`config.mk`:
```
export PLATFORM = sky130hd
export DESIGN_NAME = ptw_seq
export DESIGN_NICKNAME = d
export VERILOG_FILES = /design/src/rtl/page_table_walk_translate_core_defines.svh /design/src/rtl/ptw_pkg.sv /design/src/rtl/ptw_seq.sv
export SDC_FILE = /design/constraint.sdc
export NUM_CORES = 1
export LEC_CHECK = 0
export BUFFER_PORTS_ARGS = -buffer_cell sky130_fd_sc_hd__buf_2
export CORE_MARGIN = 2
export CORE_UTILIZATION = 30
export CTS_CLUSTER_SIZE = 14
export DETAILED_ROUTE_END_ITERATION = 7
export HOLD_SLACK_MARGIN = 0.12
export PLACE_DENSITY = 0.59
export SLEW_MARGIN = 10
export SYNTH_ARGS = -nofsm -noshare
export SYNTH_HDL_FRONTEND = slang
export SYNTH_SLANG_ARGS = --single-unit
```
`constraint.sdc`:
```
create_clock -name clock -period 2.2 [get_ports clock]
set_input_delay 0.44 -clock clock [delete_from_list [all_inputs] [get_ports clock]]
set_output_delay 0.44 -clock clock [all_outputs]
set_load 0.02 [all_outputs]
```
`src/rtl/page_table_walk_translate_core_defines.svh`:
```
// Assertion macros for the page table walker.
// Simulation builds get the checks; synthesis builds see empty bodies.
`ifndef PAGE_TABLE_WALK_TRANSLATE_CORE_DEFINES_SVH
`define PAGE_TABLE_WALK_TRANSLATE_CORE_DEFINES_SVH

`ifndef SYNTHESIS

// same-cycle implication
`define PTWC_ASSERT_NOW(label, clk, rst, ante, cons) \
   label: assert property (@(posedge clk) disable iff (rst) (ante) |-> (cons)) \
      else $error("page table walker check failed");

// next-cycle implication
`define PTWC_ASSERT_NEXT(label, clk, rst, ante, cons) \
   label: assert property (@(posedge clk) disable iff (rst) (ante) |=> (cons)) \
      else $error("page table walker check failed");

`else

`define PTWC_ASSERT_NOW(label, clk, rst, ante, cons)

`define PTWC_ASSERT_NEXT(label, clk, rst, ante, cons)

`endif

`endif

```
`src/rtl/ptw_pkg.sv`:
```
`timescale 1ns / 1ps

package ptw_pkg;

   localparam int LEVEL_INDEX_BITS = 9;
   localparam int LEVELS           = 4;
   localparam int OFFSET_BITS      = 12;
   localparam int ENTRY_BITS       = 64;
   localparam int FRAME_BITS       = 40;
   localparam int VA_BITS          = 48;
   localparam int PA_BITS          = 52;
   localparam int FUNC_BITS        = 2;
   localparam int WORD_INDEX_BITS  = 12;
   localparam int ENTRY_FRAME_LSB  = 12;
   localparam int ENTRY_FRAME_MSB  = 51;
   localparam int PRESENT_BIT      = 0;
   localparam int UPC_BITS         = 4;
   localparam int LVL_BITS         = 2;

   // table levels, top first
   localparam logic [LVL_BITS-1:0] LVL_TOP  = 2'd0;
   localparam logic [LVL_BITS-1:0] LVL_MID1 = 2'd1;
   localparam logic [LVL_BITS-1:0] LVL_MID2 = 2'd2;
   localparam logic [LVL_BITS-1:0] LVL_LEAF = 2'd3;

   typedef enum logic [FUNC_BITS-1:0] {
      FUNC_WRITE = 2'd0,
      FUNC_XLAT  = 2'd1,
      FUNC_UNMAP = 2'd2
   } func_type;

   typedef enum logic [2:0] {
      ACT_NOP,
      ACT_CLEAR,
      ACT_ACCEPT,
      ACT_READ,
      ACT_LEAF,
      ACT_WRITE,
      ACT_ZERO
   } act_type;

   typedef enum logic [2:0] {
      COND_NEXT,
      COND_ALWAYS,
      COND_NO_REQ,
      COND_FUNC_WR,
      COND_FUNC_BAD,
      COND_ABSENT,
      COND_CLR_BUSY
   } cond_type;

   typedef logic [UPC_BITS-1:0] upc_type;

   localparam upc_type STEP_CLEAR     = 4'd0;
   localparam upc_type STEP_IDLE      = 4'd1;
   localparam upc_type STEP_DISPATCH  = 4'd2;
   localparam upc_type STEP_READ_TOP  = 4'd3;
   localparam upc_type STEP_READ_MID1 = 4'd4;
   localparam upc_type STEP_READ_MID2 = 4'd5;
   localparam upc_type STEP_READ_LEAF = 4'd6;
   localparam upc_type STEP_LEAF      = 4'd7;
   localparam upc_type STEP_WRITE     = 4'd8;
   localparam upc_type STEP_FAIL      = 4'd9;

   typedef struct packed {
      act_type             act;
      logic [LVL_BITS-1:0] lvl;
      logic                wait_rsp;
      cond_type            cond;
      upc_type             target;
   } ucode_type;

   typedef struct packed {
      logic no_req;
      logic func_wr;
      logic func_bad;
      logic absent;
      logic clr_busy;
      logic rsp_free;
   } status_type;

   // Microprogram. Branch taken goes to target, otherwise to the next step.
   function automatic ucode_type ucode_rom(input upc_type upc);
      ucode_type w;
      case (upc)
         STEP_CLEAR: begin
            w = '{act: ACT_CLEAR, lvl: LVL_TOP, wait_rsp: 1'b0,
                  cond: COND_CLR_BUSY, target: STEP_CLEAR};
         end
         STEP_IDLE: begin
            w = '{act: ACT_ACCEPT, lvl: LVL_TOP, wait_rsp: 1'b0,
                  cond: COND_NO_REQ, target: STEP_IDLE};
         end
         STEP_DISPATCH: begin
            w = '{act: ACT_NOP, lvl: LVL_TOP, wait_rsp: 1'b0,
                  cond: COND_FUNC_WR, target: STEP_WRITE};
         end
         STEP_READ_TOP: begin
            w = '{act: ACT_READ, lvl: LVL_TOP, wait_rsp: 1'b0,
                  cond: COND_FUNC_BAD, target: STEP_FAIL};
         end
         STEP_READ_MID1: begin
            w = '{act: ACT_READ, lvl: LVL_MID1, wait_rsp: 1'b0,
                  cond: COND_ABSENT, target: STEP_FAIL};
         end
         STEP_READ_MID2: begin
            w = '{act: ACT_READ, lvl: LVL_MID2, wait_rsp: 1'b0,
                  cond: COND_ABSENT, target: STEP_FAIL};
         end
         STEP_READ_LEAF: begin
            w = '{act: ACT_READ, lvl: LVL_LEAF, wait_rsp: 1'b0,
                  cond: COND_ABSENT, target: STEP_FAIL};
         end
         STEP_LEAF: begin
            w = '{act: ACT_LEAF, lvl: LVL_TOP, wait_rsp: 1'b1,
                  cond: COND_ALWAYS, target: STEP_IDLE};
         end
         STEP_WRITE: begin
            w = '{act: ACT_WRITE, lvl: LVL_TOP, wait_rsp: 1'b1,
                  cond: COND_ALWAYS, target: STEP_IDLE};
         end
         STEP_FAIL: begin
            w = '{act: ACT_ZERO, lvl: LVL_TOP, wait_rsp: 1'b1,
                  cond: COND_ALWAYS, target: STEP_IDLE};
         end
         default: begin
            w = '{act: ACT_NOP, lvl: LVL_TOP, wait_rsp: 1'b0,
                  cond: COND_ALWAYS, target: STEP_IDLE};
         end
      endcase
      return w;
   endfunction

endpackage

```
`src/rtl/ptw_seq.sv`:
```
`timescale 1ns / 1ps

module ptw_seq (
   input  logic                   clock,
   input  logic                   reset,
   input  ptw_pkg::status_type    status,
   output ptw_pkg::ucode_type     ctl
);
   import ptw_pkg::*;

   upc_type upc_ff;
   upc_type upc_in;
   logic    branch;
   logic    hold;

   assign ctl  = ucode_rom(upc_ff);
   assign hold = ctl.wait_rsp && !status.rsp_free;

   always_comb begin
      case (ctl.cond)
         COND_NEXT:     branch = 1'b0;
         COND_ALWAYS:   branch = 1'b1;
         COND_NO_REQ:   branch = status.no_req;
         COND_FUNC_WR:  branch = status.func_wr;
         COND_FUNC_BAD: branch = status.func_bad;
         COND_ABSENT:   branch = status.absent;
         COND_CLR_BUSY: branch = status.clr_busy;
         default:       branch = 1'b0;
      endcase
   end

   always_comb begin
      if (hold) begin
         upc_in = upc_ff;
      end else if (branch) begin
         upc_in = ctl.target;
      end else begin
         upc_in = upc_ff + upc_type'(1);
      end
   end

   always_ff @(posedge clock) begin
      if (reset) begin
         upc_ff <= STEP_CLEAR;
      end else begin
         upc_ff <= upc_in;
      end
   end

endmodule

```
### After elaboration in Yosys (flattened, before gate mapping)

Memory sizes are Yosys's and may differ from the RTL's. A register that Yosys moved wholly into a read port is not among the register bits.
Index checks and enable logic that the tools add are counted.

* add/subtract/negate cells: 1
* $mul: 0
* divide/modulo/power cells: 0
* $lt $le $gt $ge: 0
* equality and inequality tests: 6
* shift-type cells: 0
* mux-type cells: 4
* bitwise gates (word level): 0
* reduce and logical (&&, ||, !) cells: 2

Operators by type and width (count)
* two-way mux 4 bit: 3
* equality test 3 bit (second input constant): 3
* equality test 3 x 2 -> 1 bit (second input constant): 2
* case mux 1 bit (6 select lines): 1
* adder 4 x 1 -> 4 bit (second input constant): 1
* equality test 3 x 1 -> 1 bit (second input constant): 1
* logical AND 1 bit: 1
* zero test 1 bit: 1

* flip-flop bits (word level): 4
* latch bits: 0
* bits in writable memories: 0
* bits in read-only memories: 176
* input port bits: 8
* output and inout port bits: 13
* logic and storage cells: 15
* memories: 1

Memory list
* (name not given): words 16, bits a word 11, rd ports 1, clocked after Yosys merged registers in 1, wr ports 0, line ptw_pkg.sv:85 `case (upc)`

### Depth between registers and ports, before layout

Gate-level depths: netlist of the first run.

* word-level depth: 5
* mapped depth: 9

### Least setup slack after synthesis of the first run

Ideal clock, no wire load.

* kind: register -> register
* start point: reg ctl[4] (netlist name)
* end point: reg ctl[10] (netlist name)
* library setup time: 123 ps
* data arrival time: 1921 ps
* required time: 2077 ps
* setup slack: 155 ps
* stages on the path, launching flop included: 9
* path buffers: 0
* clock period less this slack: 2045 ps
* cells stage by stage: dfxtp_1 -> or3_4 -> o211ai_2 -> o21ai_1 -> a21oi_1 -> inv_1 -> ha_1 -> mux2i_1 -> o22ai_1

* word-level cells in the longest chain between the ends: 5
* elaborated cells on any way between the ends: 10

RTL lines
* equality test 3 bit (tied with other cells): line ptw_seq.sv:20 `case (ctl.cond)`
* case mux 1 bit (6 select lines) (*): line ptw_seq.sv:20
* two-way mux 4 bit (*): line ptw_seq.sv:35 `end else if (branch) begin`
* two-way mux 4 bit (no source line) (*) (2 in series)

Mark *: on every way between the ends. The rest lies on a longest branch, timed or not.
A chain may end at the register's enable or synchronous reset.

### Final worst setup path of the first run

* start point: reg ctl[4] (netlist name)
* end point: reg ctl[10] (netlist name)

* word-level cells in the longest chain between the ends: 5
* elaborated cells on any way between the ends: 10

RTL lines (line)
* equality test 3 bit (tied with other cells): ptw_seq.sv:20
* case mux 1 bit (6 select lines) (*): ptw_seq.sv:20
* two-way mux 4 bit (*): ptw_seq.sv:35
* two-way mux 4 bit (no source line) (*) (2 in series)

Marks and branches as above.

==> results of run 1 <==
worst reg2reg max path, delay by kind of cell (launching register included):
kind            cells  cell delay [ns]
buf+inv             1             0.13
flops               1             0.36
fa+ha+maj           1             0.22
simple gates        1             0.41
mux                 1             0.12
compound gates      4             0.64
power groups by stage:
stage	clock network, mW	logic (mW)	registers [mW]
6_report	0.179	0.533	0.385
5_1_grt	0.201	0.593	0.394
4_1_cts	0.183	0.536	0.384
3_5_place_dp	0	0.531	0.390
3_3_place_gp	0	0.528	0.388
2_1_floorplan	0	0.311	0.448
flip-flops by register name, indices dropped and copies added (netlist names):
register / flops
ctl: 10
upc_ff: 4
Yosys cell counts, drive strengths merged:
cell type / n / area [um^2]
dfxtp: 14 / 280
nand2: 8 / 32.5
ha: 6 / 75.1
a21oi: 5 / 28.8
buf: 5 / 38.8
nor2: 4 / 15.0
nor2b: 4 / 25.0
a31oi: 3 / 25.0
inv: 3 / 13.8
nand3: 3 / 15.0
o22ai: 3 / 18.8
a31o: 2 / 17.5
mux2i: 2 / 20.0
nand2b: 2 / 12.5
nand4b: 2 / 17.5
o21ai: 2 / 10.0
a211o: 1 / 8.76
a2bb2oi: 1 / 8.76
and2: 1 / 6.26
and3b: 1 / 8.76
clkinv: 1 / 3.75
conb: 1 / 3.75
nor3: 1 / 5.00
nor4b: 1 / 8.76
o211a: 1 / 10.0
o211ai: 1 / 12.5
o31ai: 1 / 7.51
or2: 1 / 6.26
or3: 1 / 11.3
stage by stage:
step | cells | util | area (um^2) | power (mW) | setup WS (ns)
floorplan | 82 | - | 751 | 0.759 | 0.155
global placement | 129 | 0.361 | 870 | 0.917 | 0.126
detailed placement | 129 | 0.361 | 870 | 0.921 | 0.109
CTS | 133 | 0.376 | 906 | 1.10 | 0.218
global route | 133 | 0.376 | 906 | 1.19 | 0.0302
finish | 133 | 0.376 | 906 | 1.10 | 0.212
cells by family (layout without fill, tap and decap cells):
kind of cell	count (synthesis)	count (layout)	share of synthesized area
AND/OR/NAND/NOR	29	29	0.219
AO/OA/AOI/OAI	20	20	0.198
flip-flops	14	14	0.375
buffers and inverters	9	30	0.0754
adder cells (fa/ha/maj)	6	6	0.100
multiplexers	2	2	0.0268
other	1	2	0.00502
final timing paths:
kind	start	to	slack, ns	cells after the start
max reg2reg	ctl[4]	ctl[10]	0.21	8
min reg2reg	upc_ff[1]	upc_ff[1]	0.51	2
min	reset	upc_ff[1]	0.42	2
max	ctl[4]	ctl[10]	0.21	8
layer usage:
metal	track usage	share of wire
met4	0.0897	0.028
met5	0	0
met1	0.123	0.43
met3	0.0194	0.045
met2	0.171	0.50
layout make-up:
class	count	area [um^2]
fill	239	1500
multi-input combinational	59	414
sequential	14	280
timing repair buffer	22	120
tap	30	37.5
clock buffer	4	36.3
inverter	4	17.5
==> flow_summary.toml, run 1 <==
[sta]
skew_ns = 0.00141
rsz0062_at_grt = "false"
fin_crit_sh = 0.904
drv_slew = 0
fin_crit_ns = 1.99
hold_viol_final = 0
setup_viol = 0
finalSetupTns_ns = 0
max_freq_mhz = 503
whs_ns = 0.418

[routing]
routed_via_density = 4.88
wl_per_cell_um = 11.2
postRouteAntennaNets = 0
post-route-drc-count = 0
drt_iter0_drc = 18
routed-via-count = 649
drt-total-wl_um = 1490
drt_pre_antenna_iters = 4

[power]
powerDensity_nw_per_um2 = 1210
switching_share = 0.402
worst_ir_drop_vdd_mv = 0.560
intPower_mw = 0.656
seqPwrFrac = 0.351
pwr-share-clk = 0.163
p_comb_frac = 0.486
leakage_nw = 0.435
switching_power_mw = 0.441

[clock_tree]
cts.clk_slew.worst_paths_ns = 0.08
insertion_delay_ns = 0.27
ctsHoldBuffers = 0
cts-buffers-inserted = 3
cts_sinks = 14
cts_resized = 0
cts_tree = "done"
post_cts_buffers = 0
clock-root-buffer = "clkbuf_4"
clock_path_buffers = 2
htree_levels = 1

[yosys]
ys_ff_latch = 14
avgSynthCellArea_um2 = 9.22
netlist_area_um2 = 747
synthCells = 81
yosys_warnings = 0
synth_cell_type_count = 36
yosysSeqAreaShare = 0.375

[cells_and_area]
syn_to_final_growth_pct = 21.3
antenna_cells = 0
layout.nets = 118
layout_commonest_cell = "buf_2"
drive_gt1_frac = 0.320
final_cell_mix = "buf_2, dfxtp_1, nand2_1, ha_1"

[die]
initial_core_util = 0.310
coreArea_um2 = 2410
rows = 18
boundaryPins = 21
die_area_um2 = 2910
fp.dieH_um = 53.9
die_w_um = 53.9

[setup_path]
cp_top_family = "compound AO/OA/AOI/OAI gates"
cp_slowest_stage_delay_ns = 0.41
crit_type = "reg2reg"
worstSetupStartpointType = "register"
worst-endpoint-arrival_ns = 2.15
critPathMaxFanout = 6
critPathBufInv = 1
crit_slowest_cell = "or3_4"
end_kind = "register"
crit_chain = "or3_4, o211ai_2, o21ai_0, a31oi_2, inv_1, ha_1, mux2i_1, o22ai_1"
cp_data_required_time_ns = 2.36

[global_route]
grt_max_degree = 11
grt.overflow.total = 0
grt_pass1_vias = 527
grt_util_all_layers = 0.107
grt_pass1_wl_um = 2170
grt_antenna_before_repair = 0

[place]
dp_hpwl_um = 1180
place.gp.congestion = 0.834
io_buffers = 18

[hold_path]
hp-class = "in2reg"

[run]
drv_cap = 0

[status]
status = "finished clean"
Power figures use the tool's default switching activity.
==> run 2: changes to the inputs <==
--- a/config.mk
+++ b/config.mk
@@ -5,6 +5,7 @@
 export SDC_FILE = /design/constraint.sdc
 export NUM_CORES = 1
 export LEC_CHECK = 0
+export ABC_AREA = 1
 export BUFFER_PORTS_ARGS = -buffer_cell sky130_fd_sc_hd__buf_2
 export CORE_MARGIN = 2
 export CORE_UTILIZATION = 30
==> run 2 against run 1 <==
  * Die area is 0.17% lower
  * Clock power barely moved
  * Largest cell class unchanged
  * Power grew 4.1%
  * Critical endpoint is now ctl[11]
  * Synthesized area is 0.17% lower
==> flow_summary.toml, run 2 <==
[status]
status = "finished clean"

[run]
drv_cap = 0

[yosys]
synth.most_common_cell = "nand2_1"
yosys.area.top_type = "dfxtp_1"
async_flop_share = 0
synth_top_cell_area_share = 0.376
synthTopCellsByCount = "nand2_1, dfxtp_1, inv_1"
yosysSeqAreaShare = 0.376
synthCells = 94
synth_edf_count = 0
avgSynthCellArea_um2 = 7.93
synth_flop_cell = "dfxtp_1"
yosys_warnings = 0
ys_ff_latch = 14
yosys-top-cells-area = "dfxtp_1, ha_1, nand2_1, inv_1, nand3_1"
synth_cell_type_count = 25
netlist_area_um2 = 746

[global_route]
met2_usage = 0.179
grt_max_degree = 10
grt_util_all_layers = 0.103
grt_pass1_vias = 535
grt.busiest_layer = "met2"
grt_use_met1 = 0.118
use_met3 = 0.0222
grt_antenna_before_repair = 0
grt_pass1_wl_um = 2180
grt.overflow.total = 0

[routing]
routed_via_density = 4.21
routed-via-count = 615
drt_iter0_drc = 4
post-route-drc-count = 0
postRouteAntennaNets = 0
drt_pre_antenna_iters = 4
wl_per_cell_um = 8.96
drt-total-wl_um = 1310

[clock_tree]
ctsHoldBuffers = 0
post_cts_buffers = 0
cts_sinks = 14
insertion_delay_ns = 0.28
cts_tree = "done"
clock-root-buffer = "clkbuf_4"
clock_path_buffers = 2
cts-buffers-inserted = 3
cts.clk_slew.worst_paths_ns = 0.08
cts_resized = 0
htree_levels = 1

[sta]
fin_crit_sh = 0.823
hold_viol_final = 0
drv_slew = 0
fin_crit_ns = 1.81
finalSetupTns_ns = 0
skew_ns = 0.00190
setup_viol = 0
rsz0062_at_grt = "false"
max_freq_mhz = 552

[power]
leakage_nw = 0.547
powerDensity_nw_per_um2 = 1260
worst_ir_drop_vdd_mv = 0.731

[die]
coreArea_um2 = 2410
fp.dieH_um = 53.9
boundaryPins = 21
die_area_um2 = 2900
rows = 18
initial_core_util = 0.309
die_w_um = 53.9

[setup_path]
critPathMaxFanout = 4
cp_data_required_time_ns = 2.42
worstSetupStartpointType = "register"
crit_type = "reg2reg"
end_kind = "register"
worst-endpoint-arrival_ns = 2.03

[cells_and_area]
layout.nets = 131
antenna_cells = 0
layout_commonest_cell = "nand2_1"
largest_reg_flops = 10
final_area_um2 = 906
final_cell_mix = "nand2_1, buf_2, inv_1, dfxtp_1, nand3_1"
drive_gt1_frac = 0.336
syn_to_final_growth_pct = 21.5
fin_util = 0.376

[hold_path]
hp-class = "in2reg"

[place]
dp_hpwl_um = 1090
io_buffers = 18
placed_cell_area_um2 = 870
place.gp.congestion = 0.820
[run 2: cell count changes after synthesis, sizes merged, moves of 4 or more]
cell	before	now
nand3	3	9
nand2	8	24
inv	3	15
nor2b	4	0
[run 2: per-layer routing]
| metal | part of all wire | vias to the layer above |
|---|---|---|
| met2 | 0.53 | 8 |
| met3 | 0.044 | 2 |
| met4 | 0.0076 | 0 |
| met1 | 0.42 | 269 |
| li1 | - | 336 |
| met5 | 0 | - |
[run 2: final cells by class]
type | count | area, um^2
sequential | 14 | 280
fill | 242 | 1500
timing repair buffer | 20 | 105
inverter | 15 | 56.3
clock buffer | 4 | 36.3
tap | 30 | 37.5
multi-input combinational | 63 | 390
[run 2: path summary, 6_finish.rpt]
| check | start | end | slack [ns] | cells after the start |
|---|---|---|---|---|
| worst max-delay path | ctl[5] | ctl[11] | 0.39 | 12 |
| worst min-delay path | reset | ctl[0] | 0.59 | 4 |
| worst max register to register | ctl[5] | ctl[11] | 0.39 | 12 |
| worst min register to register | upc_ff[3] | ctl[0] | 0.75 | 4 |
[run 2: worst max-delay path, cell delays in order, from the launching register on]
cell and delay [ns]:
dfxtp_1 0.39, o21ai_0 0.10, nand2_1 0.14, nand3_2 0.12, nand2_1 0.07, nand2_1 0.04, nand3_1 0.14, inv_1 0.11
ha_1 0.20, or2_4 0.27, nand2_1 0.07, nand2_1 0.05, nand2_1 0.06
[run 2: cells by family (layout without fill, tap and decap cells)]
family,after synthesis,in the layout,synth area share
AND/OR/NAND/NOR,46,46,0.325
buffers and inverters,18,39,0.106
adder cells (fa/ha/maj),6,6,0.101
XOR/XNOR,1,1,0.0117
AO/OA/AOI/OAI,8,8,0.0755
other,1,2,0.00503
flip-flops,14,14,0.376
[run 2: power by group]
group	total, mW	internal (mW)	leakage, nW	switching [mW]
Clock	0.177	0.101	0.0210	0.0766
Sequential	0.398	0.342	0.115	0.0553
Combinational	0.568	0.214	0.411	0.354
[run 2: stage by stage]
| stage | hold slack (ns) | total power [mW] | cells | setup slack [ns] |
|---|---|---|---|---|
| after floorplan | 0.652 | 0.819 | 95 | 0.337 |
| after global placement | 0.726 | 0.969 | 142 | 0.239 |
| after detailed placement | 0.743 | 0.982 | 142 | 0.228 |
| after CTS | 0.592 | 1.16 | 146 | 0.368 |
| after global routing | 0.630 | 1.25 | 146 | 0.178 |
| final | 0.586 | 1.14 | 146 | 0.390 |
