**src/rtl/page_table_walk_translate_core_defines.svh**
```systemverilog
// Assertion macros for the page table walker.
// Simulation builds get the checks; synthesis builds see empty bodies.
`ifndef PAGE_TABLE_WALK_TRANSLATE_CORE_DEFINES_SVH
`define PAGE_TABLE_WALK_TRANSLATE_CORE_DEFINES_SVH

`ifndef SYNTHESIS

// same-cycle implication
`define PTWC_ASSERT_NOW(label, clk, rst, ante, cons) \
   label: assert property (@(posedge clk) disable iff (rst) (ante) |-> (cons)) \
      else $error("page table walker check failed");

// next-cycle implication
`define PTWC_ASSERT_NEXT(label, clk, rst, ante, cons) \
   label: assert property (@(posedge clk) disable iff (rst) (ante) |=> (cons)) \
      else $error("page table walker check failed");

`else

`define PTWC_ASSERT_NOW(label, clk, rst, ante, cons)

`define PTWC_ASSERT_NEXT(label, clk, rst, ante, cons)

`endif

`endif

```
**src/rtl/ptw_pkg.sv**
```systemverilog
`timescale 1ns / 1ps

package ptw_pkg;

   localparam int LEVEL_INDEX_BITS = 9;
   localparam int LEVELS           = 4;
   localparam int OFFSET_BITS      = 12;
   localparam int ENTRY_BITS       = 64;
   localparam int FRAME_BITS       = 40;
   localparam int VA_BITS          = 48;
   localparam int PA_BITS          = 52;
   localparam int FUNC_BITS        = 2;
   localparam int WORD_INDEX_BITS  = 12;
   localparam int ENTRY_FRAME_LSB  = 12;
   localparam int ENTRY_FRAME_MSB  = 51;
   localparam int PRESENT_BIT      = 0;
   localparam int UPC_BITS         = 4;
   localparam int LVL_BITS         = 2;

   // table levels, top first
   localparam logic [LVL_BITS-1:0] LVL_TOP  = 2'd0;
   localparam logic [LVL_BITS-1:0] LVL_MID1 = 2'd1;
   localparam logic [LVL_BITS-1:0] LVL_MID2 = 2'd2;
   localparam logic [LVL_BITS-1:0] LVL_LEAF = 2'd3;

   typedef enum logic [FUNC_BITS-1:0] {
      FUNC_WRITE = 2'd0,
      FUNC_XLAT  = 2'd1,
      FUNC_UNMAP = 2'd2
   } func_type;

   typedef enum logic [2:0] {
      ACT_NOP,
      ACT_CLEAR,
      ACT_ACCEPT,
      ACT_READ,
      ACT_LEAF,
      ACT_WRITE,
      ACT_ZERO
   } act_type;

   typedef enum logic [2:0] {
      COND_NEXT,
      COND_ALWAYS,
      COND_NO_REQ,
      COND_FUNC_WR,
      COND_FUNC_BAD,
      COND_ABSENT,
      COND_CLR_BUSY
   } cond_type;

   typedef logic [UPC_BITS-1:0] upc_type;

   localparam upc_type STEP_CLEAR     = 4'd0;
   localparam upc_type STEP_IDLE      = 4'd1;
   localparam upc_type STEP_DISPATCH  = 4'd2;
   localparam upc_type STEP_READ_TOP  = 4'd3;
   localparam upc_type STEP_READ_MID1 = 4'd4;
   localparam upc_type STEP_READ_MID2 = 4'd5;
   localparam upc_type STEP_READ_LEAF = 4'd6;
   localparam upc_type STEP_LEAF      = 4'd7;
   localparam upc_type STEP_WRITE     = 4'd8;
   localparam upc_type STEP_FAIL      = 4'd9;

   typedef struct packed {
      act_type             act;
      logic [LVL_BITS-1:0] lvl;
      logic                wait_rsp;
      cond_type            cond;
      upc_type             target;
   } ucode_type;

   typedef struct packed {
      logic no_req;
      logic func_wr;
      logic func_bad;
      logic absent;
      logic clr_busy;
      logic rsp_free;
   } status_type;

   // Microprogram. Branch taken goes to target, otherwise to the next step.
   function automatic ucode_type ucode_rom(input upc_type upc);
      ucode_type w;
      case (upc)
         STEP_CLEAR: begin
            w = '{act: ACT_CLEAR, lvl: LVL_TOP, wait_rsp: 1'b0,
                  cond: COND_CLR_BUSY, target: STEP_CLEAR};
         end
         STEP_IDLE: begin
            w = '{act: ACT_ACCEPT, lvl: LVL_TOP, wait_rsp: 1'b0,
                  cond: COND_NO_REQ, target: STEP_IDLE};
         end
         STEP_DISPATCH: begin
            w = '{act: ACT_NOP, lvl: LVL_TOP, wait_rsp: 1'b0,
                  cond: COND_FUNC_WR, target: STEP_WRITE};
         end
         STEP_READ_TOP: begin
            w = '{act: ACT_READ, lvl: LVL_TOP, wait_rsp: 1'b0,
                  cond: COND_FUNC_BAD, target: STEP_FAIL};
         end
         STEP_READ_MID1: begin
            w = '{act: ACT_READ, lvl: LVL_MID1, wait_rsp: 1'b0,
                  cond: COND_ABSENT, target: STEP_FAIL};
         end
         STEP_READ_MID2: begin
            w = '{act: ACT_READ, lvl: LVL_MID2, wait_rsp: 1'b0,
                  cond: COND_ABSENT, target: STEP_FAIL};
         end
         STEP_READ_LEAF: begin
            w = '{act: ACT_READ, lvl: LVL_LEAF, wait_rsp: 1'b0,
                  cond: COND_ABSENT, target: STEP_FAIL};
         end
         STEP_LEAF: begin
            w = '{act: ACT_LEAF, lvl: LVL_TOP, wait_rsp: 1'b1,
                  cond: COND_ALWAYS, target: STEP_IDLE};
         end
         STEP_WRITE: begin
            w = '{act: ACT_WRITE, lvl: LVL_TOP, wait_rsp: 1'b1,
                  cond: COND_ALWAYS, target: STEP_IDLE};
         end
         STEP_FAIL: begin
            w = '{act: ACT_ZERO, lvl: LVL_TOP, wait_rsp: 1'b1,
                  cond: COND_ALWAYS, target: STEP_IDLE};
         end
         default: begin
            w = '{act: ACT_NOP, lvl: LVL_TOP, wait_rsp: 1'b0,
                  cond: COND_ALWAYS, target: STEP_IDLE};
         end
      endcase
      return w;
   endfunction

endpackage

```
**src/rtl/ptw_dpath.sv**
```systemverilog
`timescale 1ns / 1ps

module ptw_dpath #(
   parameter int ADDR_BITS = 12
) (
   input  logic                                 clock,
   input  logic                                 reset,
   input  ptw_pkg::ucode_type                   ctl,
   output ptw_pkg::status_type                  status,
   input  logic                                 req_valid,
   output logic                                 req_stall,
   input  logic [ptw_pkg::FUNC_BITS-1:0]        req_func,
   input  logic [ptw_pkg::WORD_INDEX_BITS-1:0]  req_word_index,
   input  logic [ptw_pkg::ENTRY_BITS-1:0]       req_word_data,
   input  logic [ptw_pkg::VA_BITS-1:0]          req_virt_addr,
   input  logic                                 csr_valid,
   output logic                                 csr_ready,
   input  logic [ptw_pkg::FRAME_BITS-1:0]       csr_root_frame,
   output logic                                 rsp_valid,
   input  logic                                 rsp_stall,
   output logic [ptw_pkg::PA_BITS-1:0]          rsp_phys_addr,
   output logic                                 rsp_found,
   output logic                                 rsp_invalidate,
   output logic                                 mem_wr_en,
   output logic [ADDR_BITS-1:0]                 mem_wr_addr,
   output logic [ptw_pkg::ENTRY_BITS-1:0]       mem_wr_data,
   output logic                                 mem_rd_en,
   output logic [ADDR_BITS-1:0]                 mem_rd_addr,
   input  logic [ptw_pkg::ENTRY_BITS-1:0]       mem_rd_data
);
   import ptw_pkg::*;

   localparam int WIDX_EXT = (ADDR_BITS > WORD_INDEX_BITS) ? ADDR_BITS : WORD_INDEX_BITS;

   // latched item
   logic [FUNC_BITS-1:0]       func_ff;
   logic [WORD_INDEX_BITS-1:0] windex_ff;
   logic [ENTRY_BITS-1:0]      wdata_ff;
   logic [VA_BITS-1:0]         va_ff;

   logic [FRAME_BITS-1:0]      root_frame_ff;
   logic [ADDR_BITS-1:0]       clr_cnt_ff;
   logic [ADDR_BITS-1:0]       slot_ff;

   logic                       rsp_valid_ff;
   logic                       rsp_valid_in;
   logic [PA_BITS-1:0]         rsp_phys_ff;
   logic [PA_BITS-1:0]         rsp_phys_in;
   logic                       rsp_found_ff;
   logic                       rsp_found_in;
   logic                       rsp_inval_ff;
   logic                       rsp_inval_in;

   logic                       accept;
   logic                       rsp_free;
   logic                       act_en;
   logic                       rsp_load;
   logic                       present;
   logic [FRAME_BITS-1:0]      walk_frame;
   logic [LEVEL_INDEX_BITS-1:0] walk_idx;
   logic [FRAME_BITS+LEVEL_INDEX_BITS-1:0] slot_wide;
   logic [WIDX_EXT-1:0]        widx_ext;

   assign req_stall = (ctl.act != ACT_ACCEPT);
   assign accept    = req_valid && !req_stall;
   assign csr_ready = 1'b1;
   assign rsp_free  = !rsp_valid_ff || !rsp_stall;
   assign act_en    = !(ctl.wait_rsp && !rsp_free);
   assign rsp_load  = ctl.wait_rsp && rsp_free;
   assign present   = mem_rd_data[PRESENT_BIT];

   assign status.no_req   = !req_valid;
   assign status.func_wr  = (func_ff == FUNC_WRITE);
   assign status.func_bad = !(func_ff inside {FUNC_XLAT, FUNC_UNMAP});
   assign status.absent   = !present;
   assign status.clr_busy = (clr_cnt_ff != {ADDR_BITS{1'b1}});
   assign status.rsp_free = rsp_free;

   // top level walks from the root, lower levels from the word just read
   assign walk_frame = (ctl.lvl == LVL_TOP) ? root_frame_ff
                                            : mem_rd_data[ENTRY_FRAME_MSB:ENTRY_FRAME_LSB];

   always_comb begin
      case (ctl.lvl)
         LVL_TOP:  walk_idx = va_ff[OFFSET_BITS + 3*LEVEL_INDEX_BITS +: LEVEL_INDEX_BITS];
         LVL_MID1: walk_idx = va_ff[OFFSET_BITS + 2*LEVEL_INDEX_BITS +: LEVEL_INDEX_BITS];
         LVL_MID2: walk_idx = va_ff[OFFSET_BITS + LEVEL_INDEX_BITS +: LEVEL_INDEX_BITS];
         default:  walk_idx = va_ff[OFFSET_BITS +: LEVEL_INDEX_BITS];
      endcase
   end

   // frame * 512 + index, wrapped to the store size
   assign slot_wide   = {walk_frame, walk_idx};
   assign mem_rd_addr = slot_wide[ADDR_BITS-1:0];
   assign mem_rd_en   = (ctl.act == ACT_READ);

   assign widx_ext = WIDX_EXT'(windex_ff);

   always_comb begin
      mem_wr_en   = 1'b0;
      mem_wr_addr = clr_cnt_ff;
      mem_wr_data = '0;
      case (ctl.act)
         ACT_CLEAR: begin
            mem_wr_en = 1'b1;
         end
         ACT_WRITE: begin
            mem_wr_en   = act_en;
            mem_wr_addr = widx_ext[ADDR_BITS-1:0];
            mem_wr_data = wdata_ff;
         end
         ACT_LEAF: begin
            mem_wr_en   = act_en && (func_ff == FUNC_UNMAP);
            mem_wr_addr = slot_ff;
         end
         default: begin
            mem_wr_en = 1'b0;
         end
      endcase
   end

   always_comb begin
      rsp_phys_in  = '0;
      rsp_found_in = 1'b0;
      rsp_inval_in = 1'b0;
      if (ctl.act == ACT_LEAF) begin
         if (func_ff == FUNC_UNMAP) begin
            rsp_found_in = 1'b1;
            rsp_inval_in = 1'b1;
         end else if (present) begin
            // frame bits sit above a zero offset field, so the sum is a concat
            rsp_phys_in  = {mem_rd_data[ENTRY_FRAME_MSB:ENTRY_FRAME_LSB],
                            va_ff[OFFSET_BITS-1:0]};
            rsp_found_in = 1'b1;
         end
      end
   end

   assign rsp_valid_in = rsp_load || (rsp_valid_ff && rsp_stall);

   always_ff @(posedge clock) begin
      if (accept) begin
         func_ff   <= req_func;
         windex_ff <= req_word_index;
         wdata_ff  <= req_word_data;
         va_ff     <= req_virt_addr;
      end
      if (mem_rd_en) begin
         slot_ff <= mem_rd_addr;
      end
      if (rsp_load) begin
         rsp_phys_ff  <= rsp_phys_in;
         rsp_found_ff <= rsp_found_in;
         rsp_inval_ff <= rsp_inval_in;
      end
   end

   always_ff @(posedge clock) begin
      if (reset) begin
         root_frame_ff <= '0;
         clr_cnt_ff    <= '0;
         rsp_valid_ff  <= 1'b0;
      end else begin
         if (csr_valid && csr_ready) begin
            root_frame_ff <= csr_root_frame;
         end
         if (ctl.act == ACT_CLEAR) begin
            clr_cnt_ff <= clr_cnt_ff + 1'b1;
         end
         rsp_valid_ff <= rsp_valid_in;
      end
   end

   assign rsp_valid      = rsp_valid_ff;
   assign rsp_phys_addr  = rsp_phys_ff;
   assign rsp_found      = rsp_found_ff;
   assign rsp_invalidate = rsp_inval_ff;

endmodule
```
**config.mk**
```make
export PLATFORM = sky130hd
export DESIGN_NAME = ptw_dpath
export DESIGN_NICKNAME = d
export VERILOG_FILES = /design/src/rtl/page_table_walk_translate_core_defines.svh /design/src/rtl/ptw_pkg.sv /design/src/rtl/ptw_dpath.sv
export SDC_FILE = /design/constraint.sdc
export NUM_CORES = 1
export LEC_CHECK = 0
export BUFFER_PORTS_ARGS = -buffer_cell sky130_fd_sc_hd__buf_2
export CELL_PAD_IN_SITES_DETAIL_PLACEMENT = 0
export CELL_PAD_IN_SITES_GLOBAL_PLACEMENT = 1
export CORE_AREA = 5 5 157 159
export CTS_CLUSTER_DIAMETER = 50
export DETAILED_ROUTE_END_ITERATION = 10
export DIE_AREA = 0 0 162 164
export PLACE_DENSITY_LB_ADDON = 0.1
export SLEW_MARGIN = 20
export SYNTH_ARGS = -nofsm -noshare
export SYNTH_HDL_FRONTEND = slang
export SYNTH_SLANG_ARGS = --single-unit
```
**constraint.sdc**
```tcl
create_clock -name clock -period 8.9 [get_ports clock]
set_input_delay 0.445 -clock clock [delete_from_list [all_inputs] [get_ports clock]]
set_output_delay 0.445 -clock clock [all_outputs]
set_load 0.01 [all_outputs]
```
# Yosys cells after proc, flatten, opt, wreduce, memory -nomap -nowiden
# Cells that the tools add are included.
# word_totals
ff_bits	208
output_inout_bits	153
elab_cells	51
inputBits	248
# op_classes
n_mux	8
reduce_logical	19
bitwise	2
n_eq_ne	10
addsub	1
# op_table
operator	count
64-bit 2-to-1 mux	1
9-bit one-hot mux with 3 select lines	1
12-bit one-hot mux with 2 select lines	1
12-bit by 1-bit adder with 12-bit output, second input constant	1
12-bit != test, second input constant	1
1-bit logical NOT	8
3-bit == test, second input constant	2
1-bit logical AND	5
2-bit by 1-bit == test with 1-bit output, second input constant	2
2-bit == test, second input constant	2
2-bit logical NOT	2
3-bit by 1-bit == test with 1-bit output, second input constant	1
3-bit by 2-bit == test with 1-bit output, second input constant	1
1-bit 2-to-1 mux	3
3-bit 2-to-1 mux	1
3-bit by 2-bit != test with 1-bit output, second input constant	1
1-bit one-hot mux with 3 select lines	1
3-bit OR reduction	1
1-bit logical OR	2
1-bit NOT	2
2-bit nonzero test	1

# Longest topological paths before layout
# Gate-level depths: netlist of run 1.
# depth
ltp_word	7
mapped_depth	5
mapped_depth_nobuf	5

# Worst setup path before layout of run 1
# OpenSTA, ideal clock, no wires.
# synth_path
path_kind	input-to-reg
from	input port ctl[10] (netlist name)
to	register func_ff[0], enable pin
path_buffers	1
setup_ps	613
path_stages	3
arrival_ps	6391
slack_ps	1896
t_required_ps	8287
cell_sequence	buf_2 > or3b_2 > nor2_1
# synth_via
elab_chain_len	3
# synth_lines
element	line	rtl
from (decl)	ptw_dpath.sv:8	input ptw_pkg::ucode_type ctl,
3-bit by 2-bit != test with 1-bit output	ptw_dpath.sv:64	assign req_stall = (ctl.act != ACT_ACCEPT);
named net req_stall	ptw_dpath.sv:11	output logic req_stall,
1-bit logical NOT	ptw_dpath.sv:65	assign accept = req_valid && !req_stall;
1-bit logical AND	ptw_dpath.sv:65	
named net accept	ptw_dpath.sv:54	logic accept;
to (signal assigned)	ptw_dpath.sv:143	func_ff <= req_func;
to (decl)	ptw_dpath.sv:36	logic [FUNC_BITS-1:0] func_ff;
# The timed path passes the listed nets, and every way through them passes these cells.
# A chain may end at the register's enable or synchronous reset.

# Worst setup path after layout of run 1
# layout_path
from	input port ctl[10] (netlist name)
to	register wdata_ff[57], enable pin
# layout_via
elab_chain_len	3
# layout_lines
element	line	rtl
3-bit by 2-bit != test with 1-bit output	ptw_dpath.sv:64	
1-bit logical NOT	ptw_dpath.sv:65	
1-bit logical AND	ptw_dpath.sv:65	
named net accept	ptw_dpath.sv:54	
to (signal assigned)	ptw_dpath.sv:145	wdata_ff <= req_word_data;
to (decl)	ptw_dpath.sv:38	logic [ENTRY_BITS-1:0] wdata_ff;
# The timed path passes the listed nets, and every way through them passes these cells.

==> results.toml, run 1 <==
[run_status]
status = "finished, final reports clean"

[global_routing]
grt_usage_pct = 14.82
grt_pass1_vias = 5443
antenna_found_initial = 7
overflow = 0
grt_pass1_wl_um = 30670
grt_max_degree = 65

[logic_synthesis]
yosysWarningCount = 0
synthCells = 479
synth-seq-cells = 208
synth_area_mm2 = 0.007893
syn_avg_cell_area_um2 = 16.48
synth_nets = 730
yosysUniqueCellTypes = 35
ys_seq_area_share_pct = 77.11

[timing]
clock_skew_ns = 0.01693
drv_slew = 0
slew_headroom_pct = 34.09
fin_hold_ws_ns = 0.08600
finalCritPeriodShare_pct = 30.57
finalSetupViolCount = 0
fin_tns_setup_ns = 0
fmax_ghz = 0.3676
fin_crit_ns = 2.721
grt_setup_unrepaired = "false"
finalHoldViolations = 0
worst_slew_pin_slew_ns = 0.9886
setup_ws_ns = 6.179

[critical_path]
crit_top_cell = "buf_4"
cp_max_fo = 64
critPathRequiredTime_ns = 9.05
reg2reg_slack_ns = 6.98
slowest_delay_ns = 0.76
crit_chain = "buf_2, or3b_2, nor2_4, buf_4, buf_4"
crit_path_end_kind = "flop"
cp_data_arrival_time_ns = 2.87
startpoint_type = "input pin"
critical_path_class = "input pin to flop"
rr_worst_depth = 5
crit_slowest_cell = "buf_4"

[die]
io_pins = 401
die-area_mm2 = 0.02657
initial_core_util_pct = 34.13
fp.coreArea_mm2 = 0.02312
fp-row-count = 56
die_w_um = 162
die_h_um = 164

[pwr]
p_total_mw = 2.402
leakagePower_nw = 4.552
power_per_cell_area_mw_per_mm2 = 221.0
peakVddDrop_mv = 0.1642

[placement]
gp_congestion = 0.7716
placed_cell_area_mm2 = 0.009858
dp.cells = 1081
dp_hpwl_um = 14990
port_buffers = 332
preCtsSetupSlack_ns = 5.568

[drt]
wl_um = 20540
drtIter0Drc = 200
viasPerCell = 4.450
wl_per_cell_um = 18.04
drc = 0
ant_nets = 0
firstDrtPassIters = 4
via_count = 5069

[clocking]
clk_latency_ns = 0.53
cts_root_buffer = "clkbuf_16"
cts_buffers = 30
cts_tree = "done"
clk_path_buf_depth = 3
cts_resized = 0
clk_pin_slew_worst_paths_ns = 0.06
cts_sinks = 208
holdBufCountCts = 0
h-tree-depth = 1
post_cts_buffers = 0

[final_layout]
fin_util_pct = 47.01
nFillCells = 2105
postLayoutCellArea_mm2 = 0.01087
stdcell_count = 1139
multi_input_area_mm2 = 0.001695
nets = 1075
regArea_mm2 = 0.006086
final_cell_mix = "buf_2 (332), edfxtp_1 (192), and2_1 (117), clkbuf_16 (31), nand2_1 (22)"
drive_above_1_share_pct = 47.34
syn_to_final_growth_pct = 37.71
final_common_cell = "buf_2"

[hold_path]
min_path_cells = 1
hold_path.class = "input pin to flop"

[job]
max_cap_viol_count = 0
==> Yosys cell counts <==
cell type  count  area, um2
a21oi_1        3      15.01
and2_1       118      738.2
and3b_1        2      17.52
buf_1          1      3.750
buf_2          2      10.01
buf_4          2      15.01
buf_6          1      11.26
clkbuf_1      18      67.56
conb_1         1      3.750
dfxtp_1       16      320.3
edfxtp_1     192       5766
ha_1           3      37.54
inv_1          6      22.52
mux2_1         1      11.26
mux2_2         3      33.78
mux2i_1       15      150.1
mux4_2         9      202.7
nand2_1       22      82.58
nand2b_1       1      6.260
nand3_1        4      20.02
nand4_1        1      6.260
nor2_1        19      71.32
nor2b_1        1      6.260
nor3_1         5      25.02
nor3b_1        2      15.01
nor4_1         3      18.77
nor4_2         1      12.51
nor4_4         1      21.27
o21ai_0       12      60.06
or2_4          1      8.760
or3b_1         1      8.760
or3b_2         1      8.760
or4_1          1      7.510
xnor2_1        7      61.31
xor2_1         3      26.28
==> registers in the layout, summed over array words and instances, names as in the netlist <==
register and flops:
wdata_ff 64, rsp_phys_addr 52, va_ff 48, clr_cnt_ff 12
slot_ff 12, widx_ext 12, root_frame_ff 3, func_ff 2
rsp_found 1, rsp_invalidate 1, rsp_valid 1
==> worst paths after layout <==
| kind | start | endpoint |
|---|---|---|
| max | ctl[10] | wdata_ff[57] |
| min | req_virt_addr[9] | va_ff[9] |
| max reg2reg | func_ff[1] | rsp_phys_addr[21] |
| min reg2reg | root_frame_ff[0] | root_frame_ff[0] |
==> layer usage <==
| metal | routed length (um) | vias up | track usage (%) |
|---|---|---|---|
| li1 | - | 2418 | - |
| met1 | 7670 | 2344 | 17.11 |
| met2 | 9733 | 249 | 24.56 |
| met3 | 2566 | 48 | 7.277 |
| met4 | 524 | 10 | 4.344 |
| met5 | 49 | - | 0 |
==> worst max-delay path: cells and delay by family <==
kind | cells | cell delay [ns]
buffers and inverters | 3 | 1.68
and+or+nand+nor | 2 | 0.65
==> area by class of cell <==
| cell class | instances | area share [%] |
|---|---|---|
| clock inverter | 18 | 1.784 |
| timing repair buffer | 337 | 15.69 |
| inverter | 6 | 0.2072 |
| sequential | 208 | 55.99 |
| antenna | 2 | 0.04605 |
| tap | 290 | 3.338 |
| clock buffer | 37 | 7.344 |
| multi-input combinational | 241 | 15.60 |
==> power breakdown <==
part,switching [mW],leakage (nW),internal (mW)
Clock,0.423,0.465,0.726
Sequential,0.00802,1.92,1.11
Combinational,0.0754,2.17,0.0639
Total,0.506,4.55,1.90
==> cell families (layout without fill, tap and decap cells) <==
| kind of cell | count (synthesis) | count (layout) | synth area share [%] |
|---|---|---|---|
| AOI/OAI and AO/OA | 15 | 15 | 0.9511 |
| xor gates and xnor gates | 10 | 10 | 1.110 |
| adders and majority gates | 3 | 3 | 0.4756 |
| buffers and inverters | 30 | 398 | 1.649 |
| DFF | 208 | 208 | 77.11 |
| muxes | 28 | 28 | 5.041 |
| other | 1 | 3 | 0.04751 |
| and+or+nand+nor | 184 | 184 | 13.62 |
Power figures use the tool's default switching activity.
==> run 2, diff against run 1 <==
CORE_AREA = 5 5 164 166   (was 5 5 157 159)
DIE_AREA = 0 0 169 171   (was 0 0 162 164)
clock period = 2.4 ns   (was 8.9 ns; I/O delays follow)
==> run 2 against run 1 <==
Register-to-register slack worse by 6.2 ns. Largest cell class unchanged. Design area up 17%. Count of clock-buffer cells in the layout down 8. Sequential share of layout area down 8.1 points. Via count up 13%. Wire length up 9.8%. Clock skew down 0.0076 ns. Clock power rose to 3.3 times the previous value. Total power rose to 3.6 times the previous value. Core utilization up 2.9 points. Final cell count up 20%. Sequential power rose to 3.7 times the previous value.
==> results.toml, run 2 (synthesis results as in run 1) <==
[pwr]
leakagePower_nw = 5.318
peakVddDrop_mv = 0.5889
power_per_cell_area_mw_per_mm2 = 687.8

[timing]
grt_setup_unrepaired = "false"
worst_slew_pin_slew_ns = 0.6027
finalHoldViolations = 0
clock_skew_ns = 0.009284
fin_crit_ns = 2.120
slew_headroom_pct = 59.72
finalSetupViolCount = 0
fin_hold_ws_ns = 0.007927
finalCritPeriodShare_pct = 88.32
fin_tns_setup_ns = 0
fmax_ghz = 0.4718
drv_slew = 0

[final_layout]
nets = 1261
nFillCells = 2250
largest-register = "wdata_ff"
drive_above_1_share_pct = 39.88
final_cell_mix = "buf_2 (332), edfxtp_1 (192), dlygate4sd3_1 (175), and2_1 (117), clkbuf_16 (27)"
syn_to_final_growth_pct = 61.11
regArea_mm2 = 0.006086
antennaDiodeCount = 0
postLayoutCellArea_mm2 = 0.01272
final_common_cell = "buf_2"
largest_register_ffs = 64
multi_input_area_mm2 = 0.001698

[critical_path]
worst-path-buf-inv = 1
path_delay_family = "simple AND/OR/NAND/NOR gates"
rr_worst_depth = 4
critPathLaunch = "clr_cnt_ff[3]"
startpoint_type = "flop"
cp_max_fo = 6
critPathRequiredTime_ns = 2.28
crit_chain = "nand4_1, or4_1, buf_2"
reg2reg_slack_ns = 0.76
r2r-end = "rsp_phys_addr[32]"
crit_slowest_cell = "or4_1"
critical_path_class = "flop to primary output"
crit_path_end_kind = "primary output"
r2r_start = "func_ff[1]"
slowest_delay_ns = 0.58
cp_data_arrival_time_ns = 2.00

[die]
die_h_um = 171
fp.coreArea_mm2 = 0.02547
io_pins = 401
fp-row-count = 59
initial_core_util_pct = 30.99
die-area_mm2 = 0.02890
die_w_um = 169

[hold_path]
hold_start = "reset"
min_path_cells = 2
hold_path.class = "input pin to flop"
min_to = "root_frame_ff[1]"

[clocking]
cts_root_buffer = "clkbuf_16"
clk_latency_ns = 0.51
h-tree-depth = 1
clk_pin_slew_worst_paths_ns = 0.06
clk_path_buf_depth = 3
cts_tree = "done"
cts_buffers = 27
cts_sinks = 208

[drt]
wl_per_cell_um = 16.55
drtIter0Drc = 201
via_count = 5733
firstDrtPassIters = 4
ant_nets = 0
wl_um = 22550
drc = 0
viasPerCell = 4.206

[run_status]
status = "finished, final reports clean"

[global_routing]
overflow = 0
grt_pass1_vias = 6354
grt_pass1_wl_um = 34280
grt_max_degree = 53
grt_usage_pct = 15.03
antenna_found_initial = 0

[placement]
placed_cell_area_mm2 = 0.01010
dp_hpwl_um = 16210
port_buffers = 332
gp_congestion = 0.8231

[job]
max_cap_viol_count = 0
run 2: changes by cell type in the layout (fill, tap and decap cells not counted), sizes merged:
cell	change
dlygate4sd3	+175
diode	-2
buf	+15
inv	-2
clkinvlp	-1
clkinv	+3
clkbuf	-9
run 2: stage by stage:
stage | setup WS (ns) | util (%) | std cells | total power, mW
6_report | 0.2804 | 49.93 | 1363 | 8.746
5_1_grt | 0.1329 | 49.93 | 1363 | 9.112
4_1_cts | 0.2404 | 49.93 | 1363 | 8.882
3_5_place_dp | 0.4530 | 39.68 | 1141 | 4.765
3_3_place_gp | 0.4736 | 39.68 | 1141 | 4.753
2_1_floorplan | -0.5851 | - | 479 | 4.425
run 2: how the worst max path moves through the flow:
| stage | to | cells after the start | slack, ns |
|---|---|---|---|
| 2_1_floorplan | func_ff[0] | 3 | -0.59 |
| 3_3_place_gp | wdata_ff[62] | 4 | 0.47 |
| 3_5_place_dp | wdata_ff[53] | 4 | 0.45 |
| 4_1_cts | status[1] | 3 | 0.24 |
| 5_1_grt | status[1] | 3 | 0.13 |
| 6_report | status[1] | 3 | 0.28 |
run 2: per-layer routing:
metal / wire [um] / track usage, % / vias up
li1: - / - / 2783
met1: 8795 / 17.58 / 2672
met2: 11150 / 26.74 / 251
met3: 2176 / 5.430 / 27
met4: 429 / 3.185 / 0
met5: 0 / 0 / -
run 2: timing repair:
action,CTS,global route
gates resized for setup,0,0
buffers inserted,0,0
endpoints found under the hold margin,174,0
hold buffers,175,0
run 2: area by class of cell:
type	instances	area share [%]
Clock buffer	29	5.372
Clock inverter	18	1.387
Inverter	6	0.1771
Multi-Input combinational cell	241	13.35
Sequential cell	208	47.86
Tap cell	335	3.296
Timing Repair Buffer	526	28.55
run 2: power by group:
group	total [mW]	switching [mW]	internal (mW)
clock	3.84	1.47	2.37
combinational	0.781	0.336	0.445
sequential	4.13	0.0303	4.10
total	8.75	1.84	6.91
run 2: worst register-to-register path, delay by kind of cell, from the launching register on:
| family | cells | cell delay [ns] |
|---|---|---|
| buffers and inverters | 1 | 0.40 |
| AND/OR/NAND/NOR | 2 | 0.44 |
| adder cells (fa/ha/maj) | 1 | 0.27 |
| flip-flops | 1 | 0.39 |
